[src/rtl/schas_pkg.sv]
// Shared types and constants for the scan-code hold-and-accelerate setpoint core.
// Holds the key code table, the angle limits and the configuration and control structs.
// No dependencies.
package schas_pkg;

   localparam int NUM_KEYS      = 10;
   localparam int MAX_CHANNELS  = 5;
   localparam int ANGLE_W       = 8;
   localparam int COUNT_W       = 9;
   localparam int CSR_INDEX_W   = 3;
   localparam int CSR_DATA_W    = 8;

   localparam logic [7:0] RELEASE_PREFIX = 8'hF0;
   localparam logic [ANGLE_W-1:0] ANGLE_MAX   = 8'd180;
   localparam logic [ANGLE_W-1:0] ANGLE_RESET = 8'd90;

   // Configuration register indexes
   localparam logic [CSR_INDEX_W-1:0] CSR_ACCEL_THRESHOLD = 3'd0;
   localparam logic [CSR_INDEX_W-1:0] CSR_UP_SLOW_STEP    = 3'd1;
   localparam logic [CSR_INDEX_W-1:0] CSR_UP_FAST_STEP    = 3'd2;
   localparam logic [CSR_INDEX_W-1:0] CSR_DOWN_SLOW_STEP  = 3'd3;
   localparam logic [CSR_INDEX_W-1:0] CSR_DOWN_FAST_STEP  = 3'd4;

   // Key order: up/down pairs for channels a..e
   localparam logic [7:0] KEY_CODES [NUM_KEYS] = '{
      8'h1C, 8'h1A, 8'h1B, 8'h22, 8'h23, 8'h21, 8'h2B, 8'h2A, 8'h34, 8'h32
   };

   typedef struct packed {
      logic [7:0] accel_threshold;
      logic [7:0] up_slow_step;
      logic [7:0] up_fast_step;
      logic [7:0] down_slow_step;
      logic [7:0] down_fast_step;
   } accel_cfg_type;

   typedef struct packed {
      logic advance;
      logic up_held;
      logic down_held;
   } chan_ctrl_type;

endpackage

[src/rtl/schas_key_decode.sv]
// Scan byte decoder: release prefix tracking and the held-key bitmap.
// Depends on schas_pkg.
module schas_key_decode
   import schas_pkg::*;
(
   input  logic                clock,
   input  logic                reset,
   input  logic                advance,
   input  logic                byte_valid,
   input  logic [7:0]          scan_byte,
   output logic [NUM_KEYS-1:0] key_down_next
);

   logic                release_pending_ff;
   logic                release_pending_in;
   logic [NUM_KEYS-1:0] key_down_ff;

   // Apply this tick's byte to the flag and the bitmap
   always_comb begin
      release_pending_in = release_pending_ff;
      key_down_next      = key_down_ff;
      if (byte_valid) begin
         if (scan_byte == RELEASE_PREFIX) begin
            release_pending_in = 1'b1;
         end else begin
            release_pending_in = 1'b0;
            for (int k = 0; k < NUM_KEYS; k++) begin
               if (scan_byte == KEY_CODES[k]) begin
                  key_down_next[k] = !release_pending_ff;
               end
            end
         end
      end
   end

   // Hold state until the word moves on
   always_ff @(posedge clock) begin
      if (reset) begin
         release_pending_ff <= 1'b0;
         key_down_ff        <= '0;
      end else if (advance) begin
         release_pending_ff <= release_pending_in;
         key_down_ff        <= key_down_next;
      end
   end

endmodule

[src/rtl/schas_channel.sv]
// One setpoint channel: up and down hold counters and the clamped angle.
// Depends on schas_pkg.
module schas_channel
   import schas_pkg::*;
(
   input  logic                clock,
   input  logic                reset,
   input  chan_ctrl_type       ctrl,
   input  accel_cfg_type       cfg,
   output logic [ANGLE_W-1:0]  angle_next
);

   logic [COUNT_W-1:0] up_count_ff, up_count_in;
   logic [COUNT_W-1:0] down_count_ff, down_count_in;
   logic [ANGLE_W-1:0] setpoint_ff;
   logic [COUNT_W-1:0] threshold;
   logic [COUNT_W-1:0] limit;
   logic [7:0]         up_step;
   logic [7:0]         down_step;
   logic [ANGLE_W:0]   up_sum;
   logic [ANGLE_W-1:0] after_up;

   assign threshold = {1'b0, cfg.accel_threshold};
   assign limit     = threshold + COUNT_W'(1);

   // Advance hold counters, saturating one past the threshold
   always_comb begin
      up_count_in = '0;
      if (ctrl.up_held) begin
         up_count_in = (up_count_ff >= limit) ? limit : up_count_ff + COUNT_W'(1);
      end
      down_count_in = '0;
      if (ctrl.down_held) begin
         down_count_in = (down_count_ff >= limit) ? limit : down_count_ff + COUNT_W'(1);
      end
   end

   assign up_step   = (up_count_in > threshold) ? cfg.up_fast_step : cfg.up_slow_step;
   assign down_step = (down_count_in > threshold) ? cfg.down_fast_step : cfg.down_slow_step;

   // Up step clamped at the top, then down step clamped at zero
   assign up_sum = {1'b0, setpoint_ff} + {1'b0, up_step};

   always_comb begin
      after_up = setpoint_ff;
      if (ctrl.up_held) begin
         after_up = (up_sum > {1'b0, ANGLE_MAX}) ? ANGLE_MAX : up_sum[ANGLE_W-1:0];
      end
      angle_next = after_up;
      if (ctrl.down_held) begin
         angle_next = (down_step > after_up) ? '0 : after_up - down_step;
      end
   end

   always_ff @(posedge clock) begin
      if (reset) begin
         up_count_ff   <= '0;
         down_count_ff <= '0;
         setpoint_ff   <= ANGLE_RESET;
      end else if (ctrl.advance) begin
         up_count_ff   <= up_count_in;
         down_count_ff <= down_count_in;
         setpoint_ff   <= angle_next;
      end
   end

endmodule

[src/rtl/scancode_hold_accel_setpoints_core.sv]
// Scan-code driven angle setpoints with hold acceleration.
// rsp_tvalid rises once the accepted word has passed the input register and then the result register;
// a blocked result register holds it in the input register. Throughput: one word per cycle while the result
// side drains; all channels update in parallel in the single compute stage. Reset (synchronous, active high):
// keys released, release flag clear, hold counts zero, every angle 90, registers at threshold 20,
// slow steps 1, fast steps 10; both stages empty. Depends on schas_pkg, schas_key_decode and schas_channel.
module scancode_hold_accel_setpoints_core
   import schas_pkg::*;
#(
   parameter int CHANNELS = MAX_CHANNELS
)
(
   input  logic                   clock,
   input  logic                   reset,
   // Request channel
   input  logic                   req_tvalid,
   output logic                   req_tready,
   input  logic [7:0]             req_tdata,  // [7:0] scan_byte
   input  logic                   req_tuser,  // [0] byte_valid
   // Result channel
   output logic                   rsp_tvalid,
   input  logic                   rsp_tready,
   output logic [55:0]            rsp_tdata,  // [9:0] led_bits, [17:10] angle_a,
                                              // [25:18] angle_b, [33:26] angle_c,
                                              // [41:34] angle_d, [49:42] angle_e, zero pad
   // Configuration
   input  logic                   csr_we,
   input  logic [CSR_INDEX_W-1:0] csr_index,
   input  logic [CSR_DATA_W-1:0]  csr_wdata
);

   accel_cfg_type       cfg_ff;
   logic                in_valid_ff;
   logic                in_byte_valid_ff;
   logic [7:0]          in_byte_ff;
   logic                rsp_valid_ff;
   logic [55:0]         rsp_data_ff;
   logic                stage_ready;
   logic                advance;
   logic [NUM_KEYS-1:0] key_down_next;
   logic [ANGLE_W-1:0]  angle_next [MAX_CHANNELS];

   // Configuration writes
   always_ff @(posedge clock) begin
      if (reset) begin
         cfg_ff.accel_threshold <= 8'd20;
         cfg_ff.up_slow_step    <= 8'd1;
         cfg_ff.up_fast_step    <= 8'd10;
         cfg_ff.down_slow_step  <= 8'd1;
         cfg_ff.down_fast_step  <= 8'd10;
      end else if (csr_we) begin
         unique case (csr_index)
            CSR_ACCEL_THRESHOLD: cfg_ff.accel_threshold <= csr_wdata;
            CSR_UP_SLOW_STEP:    cfg_ff.up_slow_step    <= csr_wdata;
            CSR_UP_FAST_STEP:    cfg_ff.up_fast_step    <= csr_wdata;
            CSR_DOWN_SLOW_STEP:  cfg_ff.down_slow_step  <= csr_wdata;
            CSR_DOWN_FAST_STEP:  cfg_ff.down_fast_step  <= csr_wdata;
            default: ;
         endcase
      end
   end

   // Handshake: compute stage moves when the result register is free or draining
   assign stage_ready = !rsp_valid_ff || rsp_tready;
   assign advance     = in_valid_ff && stage_ready;
   assign req_tready  = !in_valid_ff || stage_ready;

   // Input register
   always_ff @(posedge clock) begin
      if (reset) begin
         in_valid_ff <= 1'b0;
      end else if (req_tready) begin
         in_valid_ff <= req_tvalid;
      end
   end

   always_ff @(posedge clock) begin
      if (req_tready && req_tvalid) begin
         in_byte_valid_ff <= req_tuser;
         in_byte_ff       <= req_tdata;
      end
   end

   // Key decoder
   schas_key_decode u_key_decode (
      .clock         (clock),
      .reset         (reset),
      .advance       (advance),
      .byte_valid    (in_byte_valid_ff),
      .scan_byte     (in_byte_ff),
      .key_down_next (key_down_next)
   );

   // Channels: active ones update, the rest hold their reset angle
   for (genvar i = 0; i < MAX_CHANNELS; i++) begin : g_chan
      if (i < CHANNELS) begin : g_active
         chan_ctrl_type ctrl;
         assign ctrl.advance   = advance;
         assign ctrl.up_held   = key_down_next[2*i];
         assign ctrl.down_held = key_down_next[2*i+1];
         schas_channel u_channel (
            .clock      (clock),
            .reset      (reset),
            .ctrl       (ctrl),
            .cfg        (cfg_ff),
            .angle_next (angle_next[i])
         );
      end else begin : g_idle
         assign angle_next[i] = ANGLE_RESET;
      end
   end

   // Result register
   always_ff @(posedge clock) begin
      if (reset) begin
         rsp_valid_ff <= 1'b0;
      end else if (advance) begin
         rsp_valid_ff <= 1'b1;
      end else if (rsp_tready) begin
         rsp_valid_ff <= 1'b0;
      end
   end

   always_ff @(posedge clock) begin
      if (advance) begin
         rsp_data_ff <= {6'd0, angle_next[4], angle_next[3], angle_next[2],
                         angle_next[1], angle_next[0], key_down_next};
      end
   end

   assign rsp_tvalid = rsp_valid_ff;
   assign rsp_tdata  = rsp_data_ff;

   // Checks
   a_stall_only_when_full: assert property (@(posedge clock) disable iff (reset)
      !req_tready |-> (in_valid_ff && rsp_tvalid && !rsp_tready))
      else $error("request stalled without a blocked result");

   a_angle_a_range: assert property (@(posedge clock) disable iff (reset)
      rsp_tvalid |-> (rsp_tdata[17:10] <= ANGLE_MAX))
      else $error("angle_a beyond its limit");

   a_result_follows_advance: assert property (@(posedge clock) disable iff (reset)
      advance |=> rsp_tvalid)
      else $error("advanced word did not reach the result register");

   a_empty_after_reset: assert property (@(posedge clock)
      reset |=> (!rsp_tvalid && req_tready))
      else $error("pipeline not empty after reset");

endmodule

[config.mk]
export PLATFORM = sky130hd
export DESIGN_NAME = scancode_hold_accel_setpoints_core
export DESIGN_NICKNAME = d
export VERILOG_FILES = /design/src/rtl/schas_pkg.sv /design/src/rtl/schas_key_decode.sv /design/src/rtl/schas_channel.sv /design/src/rtl/scancode_hold_accel_setpoints_core.sv
export SDC_FILE = /design/constraint.sdc
export NUM_CORES = 1
export LEC_CHECK = 0
export BUFFER_PORTS_ARGS = -buffer_cell sky130_fd_sc_hd__buf_2
export CORE_MARGIN = 5
export CORE_UTILIZATION = 57
export DETAILED_ROUTE_END_ITERATION = 8
export PLACE_DENSITY = 0.75
export RECOVER_POWER = 50
export SYNTH_ARGS = -nofsm -noshare
export SYNTH_HDL_FRONTEND = slang
export SYNTH_HIERARCHICAL = 1
export SYNTH_SLANG_ARGS = --single-unit
[constraint.sdc]
create_clock -name clock -period 21.5 [get_ports clock]
set_clock_uncertainty 0.2 [all_clocks]
set_input_delay 1.075 -clock clock [delete_from_list [all_inputs] [get_ports clock]]
set_output_delay 1.075 -clock clock [all_outputs]
set_load 0.02 [all_outputs]
==> flow_summary.ini <==
[status]
outcome = complete, but fails checks
failed_checks = capacitance limit, slew limit

[critical_path]
path_common_cell = ha_1
cp-start-kind = register
setup.worst_path.start = cfg_ff[32]
rr_endpoint = rsp_tdata[16]
reg2regPathDepth = 44
r2r_start = cfg_ff[32]
crit_type = reg2reg
slowest_stage = a21oi_1
r2r_slack_ns = 9.74
crit_path_max_fanout = 34
worstPathArrival_ns = 12.02
cp.required_ns = 21.76
slowest_delay_ns = 0.80
cp-end-kind = register

[detailed_routing]
dr.pass1.iters = 7
drt-total-wl_microns = 66350
drc = 0
drtAntennaViolNets = 0
drt_iter0_drc = 1782
vias = 21080
avgViaCountPerCell = 6.416
wl_per_cell_microns = 20.19

[power]
p_leak_nw = 10.12
power_density_mw_per_mm2 = 48.30
total_power_mw = 1.197
ir_drop_mv = 0.09647

[yosys]
seq_area_frac_synth = 0.2356
netlist_instances = 2712
syn_area_sq_mm = 0.02307
synth_most_common_cell = ha_1
synth_edf_count = 59
ys_types = 104
synth-seq-cells = 242
synth_top_cell_area_share = 0.1588
async_flop_share = 0
yosys.area.top_type = dfxtp_1
yosysWarnings = 6
synth_commonest_cells = ha_1, nor2_1, nand2_1
synth_top_flop_cell = dfxtp_1
avgSynthCellArea_sq_um = 8.506
ys_top_cells_by_area = dfxtp_1, ha_1, edfxtp_1

[die]
die_h_microns = 211.2
dieArea_sq_mm = 0.04459
core_region_area_sq_mm = 0.03991
pin_count = 83
start_util = 0.5779
die_w_microns = 211.2
row_count = 73

[timing]
maxSlewHeadroom = -3.114
period_share = 0.5470
setup_tns_ns = 0
rsz0062_at_grt = false
slew_viol_final = 410
hold_viol = 0
max_freq_mhz = 85.03
tightestPinTransition_ns = 6.171
fin_crit_ns = 11.76
final-setup-viol-count = 0

[placed_design]
port_buffers = 76
gp_congestion = 0.9729
placedCellCount = 3230
dpl.hpwl_microns = 48830
dpl_cell_area_sq_mm = 0.02384

[grt]
grt_max_degree = 116
overflow = 0
antenna_found_initial = 0
grt_pass1_wl_microns = 106000
grt_use_total = 0.2865
grt_pass1_vias = 20420

[cts]
clock-sinks = 242
clk_pin_slew_worst_paths_ns = 0.06
tritoncts = built
clk_latency_ns = 0.60
cts_setup_buffers = 0
postCtsResizedCells = 0
cts_buffers = 30
htreeDepth = 1
cts_buffer_depth = 3
cts.root.buffer_cell = clkbuf_16
ctsHoldBuffers = 0

[min_path]
hold_path_end = rsp_tvalid
min_path_cells = 2
min_from = in_valid_ff
hp-class = reg2reg

[cells_and_area]
design_area_sq_mm = 0.02478
drive_gt1_frac = 0.09489
final_core_util = 0.6207
antennaDiodeCount = 0
syn_to_final_growth_pct = 7.398
finalNetCount = 2997
final_cells = 3286

[flow_run]
maxCapViolations = 6
-- final cells by class --
| class | count | area, sq um |
|---|---|---|
| multi-input cells | 2212 | 16570 |
| clock buffers | 37 | 838.3 |
| flip-flops and latches | 242 | 5436 |
| inverters | 147 | 551.8 |
| well taps | 525 | 656.9 |
| fillers | 3396 | 15140 |
| clock inverters | 19 | 240.2 |
| repair buffers | 104 | 480.5 |
-- through the flow --
stage	setup slack [ns]	hold WS (ns)
2_1_floorplan	11.37	0.2342
3_3_place_gp	10.33	0.2483
5_1_grt	8.969	0.2935
3_5_place_dp	9.892	0.2608
4_1_cts	9.837	0.2690
6_report	9.740	0.2662
-- power breakdown --
group	total, mW	switching (mW)	internal (mW)
Combinational	0.158	0.0983	0.0598
Clock	0.550	0.213	0.336
Sequential	0.489	0.0116	0.477
-- state kept, by name, indices dropped and copies added, names as in the netlist, 8 cells and up --
signal,flops
g_chan.g_active.u_channel/down_count_ff,45
cfg_ff,40
in_byte_ff,8
g_chan.g_active.u_channel/up_count_ff,45
u_key_decode/key_down_ff,10
rsp_tdata,50
g_chan.g_active.u_channel/setpoint_ff,40
-- critical path, delay by kind of cell, from the launching register on --
| family | cells | cell delay [ns] |
|---|---|---|
| AOI/OAI and AO/OA | 20 | 5.02 |
| adders and majority gates | 8 | 2.53 |
| and+or+nand+nor | 9 | 1.42 |
| buffers and inverters | 4 | 0.85 |
| muxes | 2 | 0.71 |
| DFF | 1 | 0.45 |
| xor gates and xnor gates | 1 | 0.40 |
-- logic make-up (layout without fill, tap and decap cells) --
logic type,after synthesis,after routing,synth area share
and+or+nand+nor,947,947,0.2155
AOI/OAI and AO/OA,650,650,0.2088
buffers and inverters,263,307,0.04686
adders and majority gates,259,259,0.1419
DFF,242,242,0.2356
muxes,215,215,0.09985
xor gates and xnor gates,135,135,0.05126
other,1,6,0.0001626
-- cell usage in the layout, fill, tap and decap left out, types with 20 or more instances in the layout --
master	Yosys	layout
a211oi_1	28	28
mux2i_1	160	157
nand2_1	185	185
inv_1	140	140
a21oi_1	150	149
nor2_1	224	224
xnor2_1	81	81
dfxtp_1	183	182
and3_1	24	24
o21a_1	48	48
xor2_1	54	54
edfxtp_1	59	59
nor2b_1	51	51
a31oi_1	35	35
nand3_1	138	138
o21ai_0	58	58
clkbuf_16	0	31
mux2_2	32	32
clkbuf_1	81	66
nand4_1	46	46
a21o_1	54	54
ha_1	225	225
nand2b_1	77	77
mux2_4	20	20
buf_2	15	24
o211ai_1	23	23
nor3_1	23	23
and2_1	58	56
-- how the worst max path moves through the flow --
stage	end	slack [ns]	cells past startpoint
finish	rsp_tdata[16]	9.74	44
global placement	rsp_tdata[16]	10.33	44
detailed placement	rsp_tdata[16]	9.89	44
CTS	rsp_tdata[16]	9.84	44
global route	rsp_tdata[32]	8.97	37
floorplan	rsp_tdata[16]	11.37	44
-- layer usage --
metal,wire length (microns),up-vias,share of wire,GRT usage
li1,-,10070,-,-
met4,3106,0,0.047,0.1142
met5,0,-,0,0
met2,30580,761,0.46,0.4804
met1,28160,10080,0.42,0.3738
met3,4503,178,0.068,0.03951
Note: power is estimated with default switching activity, not from simulation.
